**config.mk**
```make
export PLATFORM = sky130hd
export DESIGN_NAME = afs_ram
export DESIGN_NICKNAME = d
export VERILOG_FILES = /design/src/hdl/afs_ram.sv
export SDC_FILE = /design/constraint.sdc
export NUM_CORES = 1
export LEC_CHECK = 0
export ABC_AREA = 1
export ABC_CLOCK_PERIOD_IN_PS = 1550
export BUFFER_PORTS_ARGS = -buffer_cell sky130_fd_sc_hd__buf_2
export CAP_MARGIN = 25
export CORE_MARGIN = 5
export CORE_UTILIZATION = 43
export CTS_BUF_LIST = sky130_fd_sc_hd__clkbuf_4
export CTS_CLUSTER_SIZE = 16
export DETAILED_ROUTE_END_ITERATION = 12
export GPL_ROUTABILITY_DRIVEN = 1
export RECOVER_POWER = 50
export SLEW_MARGIN = 15
export SYNTH_ARGS = -nofsm -noshare
export SYNTH_HDL_FRONTEND = slang
export SYNTH_SLANG_ARGS = --single-unit
```
**constraint.sdc**
```tcl
create_clock -name aclk -period 1.55 [get_ports aclk]
set_input_delay 0.3875 -clock aclk [delete_from_list [all_inputs] [get_ports aclk]]
set_output_delay 0.3875 -clock aclk [all_outputs]
set_load 0.1 [all_outputs]
```
**src/hdl/afs_ram.sv**
```systemverilog
// Generic single-clock RAM with one write port and one registered read port.
`default_nettype none

module afs_ram #(
    parameter int WIDTH = 8,
    parameter int DEPTH = 16
) (
    input  wire logic                                     aclk,
    input  wire logic                                     wr_en,
    input  wire logic [((DEPTH > 1) ? $clog2(DEPTH) : 1)-1:0] wr_addr,
    input  wire logic [WIDTH-1:0]                         wr_data,
    input  wire logic                                     rd_en,
    input  wire logic [((DEPTH > 1) ? $clog2(DEPTH) : 1)-1:0] rd_addr,
    output logic      [WIDTH-1:0]                         rd_data
);

    logic [WIDTH-1:0] mem [DEPTH];

    // Write port.
    always_ff @(posedge aclk) begin
        if (wr_en) begin
            mem[wr_addr] <= wr_data;
        end
    end

    // Read port; the data holds while no read is issued.
    always_ff @(posedge aclk) begin
        if (rd_en) begin
            rd_data <= mem[rd_addr];
        end
    end

endmodule

`default_nettype wire

```
== Yosys cells after proc, flatten, opt, wreduce, memory -nomap -nowiden ==
Memory sizes are Yosys's and may differ from the RTL's. A register that Yosys moved wholly into a read port is not among the register bits.
Index checks and enable logic that the tools add are counted.

* Muxes and demuxes: 2

{| class="wikitable"
|+ Operators by type and width
! cell !! count
|-
| 1-bit two-way mux || 2
|}

* Register bits: 0
* RAM bits: 128
* Output and inout bits: 8
* Word-level logic and storage cells: 3
* Memories kept: 1

{| class="wikitable"
|+ Memory list
! memory !! words !! bits a word !! rd ports !! clocked after Yosys merged registers in !! wr ports !! line !! text
|-
| mem || 16 || 8 || 1 || 1 || 1 || 17 || <nowiki>logic [WIDTH-1:0] mem [DEPTH];</nowiki>
|}

== Depth between registers and ports, before layout ==
Gate-level depths: netlist of the first run.

* Depth after elaboration: 2
* Depth in mapped cells: 8
* Mapped depth without buffers: 7

== Least setup slack after synthesis of the first run ==
No wires, ideal clock.

* Kind: input to register
* Start point: in wr_addr[2] in the netlist's numbering
* End point: mem mem[10][0] (enable)
* Arrival: 0.968 ns
* Required time: 1.180 ns
* Path slack: 0.212 ns
* Stages on the path: 2
* Path through: nand3b_1 > nor2_1

{| class="wikitable"
|+ RTL lines
! element !! line !! text
|-
| start, declared || 10 || <nowiki>input wire logic [((DEPTH > 1) ? $clog2(DEPTH) : 1)-1:0] wr_addr,</nowiki>
|-
| end, declared || 17 ||
|}

Straight into the memory's write port.

== Worst setup path in the final report of the first run ==
* Start point: reg rd_data[4], read port of mem
* End point: out rd_data[4]

{| class="wikitable"
|+ RTL lines
! element !! line !! text
|-
| start, declared || 14 || <nowiki>output logic [WIDTH-1:0] rd_data</nowiki>
|}

No word-level cell between the ends.

==> results of run 1 <==
cells in the mapped netlist (all sizes together):
cell and count:
nor2 17, nand2 173, edfxtp 136, inv 102
nand3 97, nand3b 2, buf 24
cells by family after synthesis:
kind of cell           after synthesis  share of synthesized area (%)
AND/OR/NAND/NOR                    289                          20.76
buffers and inverters              126                          9.394
flip-flops                         136                          69.85
report_power, final:
part	total, W	switching, W	internal [W]
Sequential	0.00417	0.0000300	0.00414
Combinational	0.000652	0.000475	0.000177
Clock	0.00227	0.00132	0.000954
area by class of cell:
class                      instances  area (sq um)  area share, %
antenna                            1         2.502        0.03797
clock buffer                      17         127.6          1.937
clock inverter                    15         155.1          2.354
inverter                         102         382.9          5.810
multi-input combinational        289          1214          18.42
sequential                       136          4084          61.97
tap                              176         220.2          3.342
timing repair buffer              53         404.1          6.133
per-layer routing:
metal,up-vias,share of wire (%),track usage (%)
met5,-,0,0
met4,0,1.4,5.741
met3,23,6.3,4.708
met2,129,44,24.91
met1,1783,48,26.33
li1,1877,-,-
through the flow:
stage,cells,hold slack [ps]
detailed placement,756,747.5
finish,789,332.6
global route,789,285.4
global placement,756,743.1
CTS,788,178.3
floorplan,551,486.4
sequential cells by signal (all words and copies together), names as in the netlist:
signal and cells:
mem 128, rd_data 8
worst paths after layout:
kind,to,slack (ps),cells past startpoint
setup / recovery,rd_data[4],-50,1
hold / removal,rd_data[5],330,1
setup reg to reg,rd_data[2],420,6
hold reg to reg,rd_data[2],780,6
what timing repair did:
action	CTS	global route
buffers inserted	0	0
setup endpoints to repair	8	8
gates resized for setup	16	2
hold buffers	0	0
==> flow_summary_export.csv, run 1 <==
group,metric,value,unit
power_and_ir_drop,powerDensity,1076,mW/mm^2
final_layout,stdcell_area,0.006590,sq mm
job,maxCapViolations,0,
drt,vias_per_cell,4.831,
drt,ant_nets,0,
power_and_ir_drop,peakVddDrop,0.3437,mV
drt,vias,3812,
clock_tree,cts_sinks,136,
synthesis,netlist_area,0.005847,sq mm
placement,port_buffers,26,
timing,worst_pin_slew,909.0,ps
final_layout,drive_gt1_share,12.75,%
synthesis,yosys.area.top_type,"edfxtp_1",
final_layout,final_nets,618,
timing,finalHoldViolations,0,
setup_path,crit_chain,"buf_8",
clock_tree,clk_latency,530,ps
final_layout,fillers,1195,
drt,wl_per_cell,16.71,um
clock_tree,cts_max_path_buffers,2,
floorplan,row_count,42,
final_layout,synthToLayoutAreaGrowth,12.71,%
synthesis,yosys.area.top_type_share,69.85,%
synthesis,synth-seq-area-share,69.85,%
synthesis,synth_nets,570,
setup_path,crit_start,"rd_data[4]",
global_route,grt_pass1_wl,21020,um
final_layout,post-route-util,49.57,%
timing,clock_skew,12.25,ps
global_route,antenna_found_initial,1,
floorplan,fp.dieH,126.6,um
clock_tree,cts_tree,"built",
synthesis,syn_area_per_cell,10.61,sq um
status,status,"finished with violations",
timing,post-route-min-period,1605,ps
setup_path,worst_ep_arrival_time,1220,ps
floorplan,ios,27,
clock_tree,cts.clk_slew.worst_paths,120,ps
placement,gp_congestion,0.8237,
drt,drc,0,
hold_path,worstHoldPathType,"input port to flip-flop",
setup_path,cpPeakStageDelay,480,ps
setup_path,crit_buf_inv,1,
setup_path,cp-start-kind,"flip-flop",
drt,drt_wl_total,13190,um
placement,dp_hpwl,8530,um
final_layout,final_common_cell,"nand2_1",
drt,drt_iter0_markers,509,
final_layout,most-common-layout-cells,"173 x nand2_1, 136 x edfxtp_1, 100 x inv_1, 97 x nand3_1, 25 x buf_4",
power_and_ir_drop,total_power,0.007093,W
floorplan,die_w,126.6,um
timing,setup_viol,5,
synthesis,ys_seq_elements,136,
setup_path,critical_path_class,"flip-flop to output port",
floorplan,core_area,0.01330,sq mm
setup_path,crit_fanout,1,
placement,pre_cts_ws,-36.63,ps
placement,placed_cell_area,0.006259,sq mm
setup_path,cp.required,1160,ps
clock_tree,clockRootBuffer,"clkbuf_4",
clock_tree,htree_levels,4,
global_route,grt_max_degree,46,
timing,finalMaxSlewViolations,0,
hold_path,hold_start,"rd_en",
synthesis,yosysUniqueCellTypes,11,
global_route,grt_pass1_vias,3636,
global_route,overflow,0,
floorplan,die-area,0.01603,sq mm
timing,timing.fmax,623.1,MHz
synthesis,syn_inst,551,
timing,slew_headroom,39.40,%
timing,rsz0062_at_grt,"true",
drt,drtPass1Iterations,5,
status,violations,"negative setup slack",
global_route,grt_util_all_layers,17.58,%
setup_path,critPathTopFamily,"flip-flops",
timing,finalCritPeriodShare,103.5,%
setup_path,crit_path_end_kind,"output port",
floorplan,start_util,43.98,%
synthesis,yosysWarnings,0,
setup_path,cpMaxStageDelayCell,"edfxtp_1",
power_and_ir_drop,p_leak,2.809,nW
synthesis,ys_top_cells_by_area,"edfxtp_1 70%, nand2_1 11%, nand3_1 8.3%, inv_1 6.4%, buf_6 1.2%",
timing,worst_slack,-54.82,ps
clock_tree,cts_buffers,17,
setup_path,r2r-start,"mem[15][2]",
timing,fin_tns_setup,-96.17,ps
Power figures use the tool's default switching activity.
==> run 2: changes to the inputs <==
--- a/config.mk
+++ b/config.mk
@@ -6,9 +6,10 @@
 export NUM_CORES = 1
 export LEC_CHECK = 0
 export ABC_AREA = 1
-export ABC_CLOCK_PERIOD_IN_PS = 1550
+export ABC_CLOCK_PERIOD_IN_PS = 1800
 export BUFFER_PORTS_ARGS = -buffer_cell sky130_fd_sc_hd__buf_2
 export CAP_MARGIN = 25
+export CORE_ASPECT_RATIO = 0.75
 export CORE_MARGIN = 5
 export CORE_UTILIZATION = 43
 export CTS_BUF_LIST = sky130_fd_sc_hd__clkbuf_4
==> constraint.sdc (replaced) <==
create_clock -name aclk -period 1.8 [get_ports aclk]
set_input_delay 0.45 -clock aclk [delete_from_list [all_inputs] [get_ports aclk]]
set_output_delay 0.45 -clock aclk [all_outputs]
set_load 0.1 [all_outputs]
==> run 2 against run 1 <==
  * The flow now finishes without violations
  * Hold slack gained 110 ps
  * Core utilization grew 0.34 points
  * Via count grew 1.7%
  * Register-to-register slack gained 200 ps
  * Clock power shrank 8%
  * Cell area shrank 0.40%
  * Clock skew grew 6.5 ps
  * Combinational power shrank 16%
  * Sequential power shrank 14%
  * Critical path depth is the same
  * Largest cell class unchanged
  * Non-clock buffer count shrank 1
==> flow_summary_export.csv, run 2 (synthesized netlist as in run 1, its figures left out) <==
group,metric,value,unit
status,status,"finished, final reports clean",
final_layout,drive_gt1_share,12.11,%
drt,drt_wl_total,13130,um
drt,drc,0,
clock_tree,cts_sinks,136,
setup_path,reg2reg_slack,620,ps
drt,ant_nets,0,
placement,port_buffers,26,
floorplan,start_util,44.45,%
timing,finalMaxSlewViolations,0,
final_layout,multiInputGateArea,0.001214,sq mm
final_layout,diodes,0,
global_route,grt_pass1_vias,3672,
clock_tree,cts_setup_buffers,0,
global_route,grt_util_all_layers,17.25,%
final_layout,ff_latch_area,0.004084,sq mm
placement,dp_hpwl,8449,um
final_layout,final_common_cell,"nand2_1",
floorplan,die_w,144.6,um
drt,drtPass1Iterations,7,
power_and_ir_drop,switching_share,25.10,%
global_route,antenna_found_initial,0,
clock_tree,cts_tree,"built",
power_and_ir_drop,p_leak,2.792,nW
timing,finalCritPeriodShare,95.40,%
final_layout,fillers,1193,
setup_path,critPathTopFamily,"buffers and inverters",
placement,pre_cts_ws,9.403,ps
timing,fin_tns_setup,0,ps
power_and_ir_drop,p_seq_share,57.6,%
setup_path,worst_ep_arrival_time,1270,ps
setup_path,crit_fanout,1,
hold_path,min_path_cells,3,
timing,clock_skew,18.74,ps
final_layout,synthToLayoutAreaGrowth,12.26,%
setup_path,reg2reg_depth,6,
clock_tree,cts_buffers,17,
power_and_ir_drop,total_power,0.006225,W
final_layout,largest_register_ffs,128,
clock_tree,htree_levels,4,
setup_path,crit_chain,"buf_2",
setup_path,cpMaxStageDelayCell,"buf_2",
floorplan,core_area,0.01315,sq mm
final_layout,post-route-util,49.90,%
setup_path,cpPeakStageDelay,420,ps
power_and_ir_drop,pwr-share-clk,33.6,%
global_route,grt_pass1_wl,20680,um
power_and_ir_drop,peakVddDrop,0.5338,mV
setup_path,critical_path_class,"flip-flop to output port",
clock_tree,cts_max_path_buffers,2,
power_and_ir_drop,powerDensity,948.3,mW/mm^2
drt,vias,3875,
final_layout,reg_top3,"mem (128), rd_data (8)",
global_route,grt_max_degree,43,
clock_tree,clk_latency,520,ps
timing,post-route-min-period,1717,ps
job,maxCapViolations,0,
floorplan,die-area,0.01605,sq mm
timing,worst_pin_slew,859.7,ps
timing,timing.fmax,582.3,MHz
setup_path,crit_path_end_kind,"output port",
power_and_ir_drop,power_frac_comb,8.8,%
global_route,overflow,0,
floorplan,ios,27,
final_layout,final_nets,617,
setup_path,cp.required,1350,ps
floorplan,row_count,36,
power_and_ir_drop,switchingPower,0.001562,W
drt,vias_per_cell,4.955,
placement,gp_congestion,0.8222,
final_layout,regMostFlops,"mem",
timing,slew_headroom,42.68,%
timing,worst_slack,82.78,ps
placement,place_inst,750,
setup_path,crit_buf_inv,1,
hold_path,worstHoldPathType,"input port to flip-flop",
final_layout,fin_cells,782,
final_layout,most-common-layout-cells,"173 x nand2_1, 136 x edfxtp_1, 100 x inv_1, 97 x nand3_1, 27 x buf_4",
setup_path,cp_num_cells,1,
power_and_ir_drop,p_int,0.004662,W
drt,wl_per_cell,16.80,um
timing,rsz0062_at_grt,"false",
setup_path,cp-start-kind,"flip-flop",
floorplan,fp.dieH,111.0,um
drt,drt_iter0_markers,329,
clock_tree,cts.clk_slew.worst_paths,120,ps
timing,finalHoldViolations,0,
timing,setup_viol,0,
clock_tree,clockRootBuffer,"clkbuf_4",
==> run 2: area by class of cell <==
class | count | area share (%)
Clock buffer | 17 | 1.944
Clock inverter | 15 | 2.707
Inverter | 102 | 5.833
Multi-Input combinational cell | 289 | 18.49
Sequential cell | 136 | 62.22
Tap cell | 171 | 3.260
Timing Repair Buffer | 52 | 5.547
==> run 2: path summary, 6_finish.rpt <==
path | from | endpoint
min reg2reg | mem[12][5] | rd_data[5]
max reg2reg | mem[9][3] | rd_data[3]
min | wr_addr[1] | mem[3][3]
max | rd_data[7] | rd_data[7]
==> run 2: metrics by stage <==
step / area [sq um] / hold WS [ps]
6_report: 6564 / 438.8
4_1_cts: 6575 / 271.6
3_5_place_dp: 6257 / 744.6
5_1_grt: 6564 / 408.4
2_1_floorplan: 5847 / 548.9
3_3_place_gp: 6257 / 727.5
==> run 2: power by group through the flow <==
stage	combinational (W)	clock (W)	sequential, W
3_3_place_gp	0.000542	0	0.00365
4_1_cts	0.000554	0.00214	0.00358
5_1_grt	0.000600	0.00229	0.00359
3_5_place_dp	0.000547	0	0.00366
2_1_floorplan	0.000250	0	0.00376
6_report	0.000548	0.00209	0.00359
==> run 2: metal layers <==
layer	up-vias	routed length [um]	GRT usage (%)
met1	1856	6455	27.25
met4	0	138	4.226
met5	-	0	0
met3	13	881	3.881
li1	1873	-	-
met2	133	5659	24.04
==> run 2: what timing repair did <==
action	CTS	global route
hold buffers	0	0
setup endpoints to repair	5	2
gates resized for setup	5	2
pin swaps	0	0
==> run 3: changes to the inputs <==
--- a/config.mk
+++ b/config.mk
@@ -11,11 +11,12 @@
 export CAP_MARGIN = 25
 export CORE_ASPECT_RATIO = 0.75
 export CORE_MARGIN = 5
-export CORE_UTILIZATION = 43
+export CORE_UTILIZATION = 50
 export CTS_BUF_LIST = sky130_fd_sc_hd__clkbuf_4
 export CTS_CLUSTER_SIZE = 16
 export DETAILED_ROUTE_END_ITERATION = 12
 export GPL_ROUTABILITY_DRIVEN = 1
+export PLACE_DENSITY = 0.67
 export RECOVER_POWER = 50
 export SLEW_MARGIN = 15
 export SYNTH_ARGS = -nofsm -noshare
==> run 3 against run 2 <==
  * Hold slack worse by 9.1 ps
  * Clock-buffer cell count increased by 5
  * Clock skew decreased by 7.9 ps
  * Sequential share of layout area rose by 1.2 points
  * Register-to-register slack better by 50 ps
  * Clock power is 26% lower
  * Power decreased by 8.7%
  * Worst setup slack got worse by 5.4 ps
  * Maximum frequency fell by 0.31%
  * Sequential cell count unchanged
  * Cell area decreased by 1.8%
  * Sequential power is essentially flat
==> flow_summary_export.csv, run 3 (synthesized netlist as in run 1, its figures left out) <==
group,metric,value,unit
timing,fin_tns_setup,0,ps
global_route,met3_usage,6.202,%
floorplan,core_area,0.01153,sq mm
timing,slew_headroom,41.89,%
floorplan,start_util,50.72,%
placement,port_buffers,26,
timing,post-route-min-period,1723,ps
timing,finalHoldViolations,0,
setup_path,cpMaxStageDelayCell,"edfxtp_1",
final_layout,reg_top3,"mem (128), rd_data (8)",
setup_path,cp-start-kind,"flip-flop",
floorplan,ios,27,
drt,vias,3848,
global_route,grt_use_met1,28.27,%
hold_path,worstHoldPathType,"input port to flip-flop",
clock_tree,clk_latency,510,ps
setup_path,crit_fanout,1,
floorplan,fp.dieH,103.7,um
setup_path,crit_buf_inv,1,
global_route,grt_pass1_vias,3687,
placement,gp_congestion,0.8818,
timing,setup_viol,0,
clock_tree,cts_tree,"built",
global_route,grt_max_degree,42,
drt,drtPass1Iterations,5,
drt,drt_iter0_markers,393,
global_route,overflow,0,
floorplan,row_count,34,
setup_path,crit_chain,"buf_4",
floorplan,die-area,0.01398,sq mm
clock_tree,clockRootBuffer,"clkbuf_4",
final_layout,largest_register_ffs,128,
final_layout,regMostFlops,"mem",
power_and_ir_drop,peakVddDrop,0.5338,mV
drt,wl_per_cell,16.39,um
setup_path,cpPeakStageDelay,440,ps
job,maxCapViolations,0,
final_layout,most-common-layout-cells,"173 x nand2_1, 136 x edfxtp_1, 100 x inv_1, 97 x nand3_1, 27 x buf_4",
global_route,grt_util_all_layers,19.27,%
global_route,grt_pass1_wl,19950,um
global_route,grt-busiest-layer,"met1",
timing,timing.fmax,580.5,MHz
placement,dp_hpwl,8172,um
clock_tree,htree_levels,4,
timing,worst_slack,77.40,ps
setup_path,critical_path_class,"flip-flop to output port",
drt,vias_per_cell,4.997,
clock_tree,cts_sinks,136,
drt,drt_wl_total,12620,um
final_layout,final_common_cell,"nand2_1",
setup_path,crit_path_end_kind,"output port",
timing,rsz0062_at_grt,"false",
timing,finalMaxSlewViolations,0,
timing,clock_skew,10.86,ps
floorplan,die_w,134.9,um
power_and_ir_drop,p_leak,2.772,nW
global_route,use_met2,27.37,%
final_layout,synthToLayoutAreaGrowth,10.19,%
setup_path,cp.required,1350,ps
timing,finalCritPeriodShare,95.70,%
drt,drc,0,
clock_tree,cts_max_path_buffers,2,
global_route,antenna_found_initial,1,
setup_path,worst_ep_arrival_time,1270,ps
drt,ant_nets,0,
clock_tree,cts.clk_slew.worst_paths,100,ps
status,status,"finished, final reports clean",
clock_tree,cts_buffers,17,
final_layout,final_nets,616,
setup_path,critPathTopFamily,"flip-flops",
timing,worst_pin_slew,871.6,ps
final_layout,drive_gt1_share,11.37,%
power_and_ir_drop,powerDensity,882.2,mW/mm^2
placement,pre_cts_ws,135.3,ps
## run 3: cell types whose count changed in the layout (fill, tap and decap cells not counted)
cell | previous run | this run
clkbuf_4 | 19 | 24
inv_6 | 1 | 0
buf_2 | 9 | 8
bufinv_16 | 3 | 0
clkinv_2 | 1 | 5
clkinv_1 | 1 | 2
diode_2 | 0 | 1
clkinvlp_4 | 7 | 0
clkinv_4 | 2 | 0
## run 3: final timing paths
check / startpoint / endpoint / slack, ps / depth (start not counted)
hold / removal: rd_en / rd_data[5] / 430 / 1
hold reg to reg: mem[12][2] / rd_data[2] / 740 / 6
setup / recovery: rd_data[0] / rd_data[0] / 80 / 1
setup reg to reg: mem[13][3] / rd_data[3] / 670 / 6
## run 3: through the flow
step	total power (W)	std cells	cell area [sq um]	util, %	hold WS (ps)
3_3_place_gp	0.004196	740	6238	54.11	727.4
3_5_place_dp	0.004205	740	6238	54.11	736.9
4_1_cts	0.005736	769	6451	55.96	262.1
5_1_grt	0.005923	770	6442	55.88	370.1
2_1_floorplan	0.004011	551	5847	-	548.9
6_report	0.005684	770	6442	55.88	429.6
## run 3: per-layer routing
| metal | share of wire, % | up-vias |
|---|---|---|
| met5 | 0 | - |
| met1 | 45 | 1830 |
| met4 | 1.4 | 0 |
| met3 | 8.4 | 14 |
| met2 | 45 | 132 |
| li1 | - | 1872 |
## run 3: layout make-up
type / instances / area (sq um)
tap: 162 / 202.7
multi-input combinational: 289 / 1214
sequential: 136 / 4084
antenna: 1 / 2.502
inverter: 102 / 382.9
timing repair buffer: 51 / 359.1
fill: 1007 / 5086
clock inverter: 7 / 32.53
clock buffer: 22 / 165.2
## run 3: report_power, final
part	leakage [nW]	switching, W	internal [W]
logic	1.41	0.000410	0.000139
registers	1.24	0.0000263	0.00356
clock network	0.124	0.000966	0.000579
## run 3: timing repair
item / 4_1_cts / 5_1_grt
setup buffers: 0 / 0
gates resized for setup: 6 / 2
endpoints found under the setup margin: 6 / 2
hold buffers: 0 / 0
hold endpoints to repair: 0 / 0
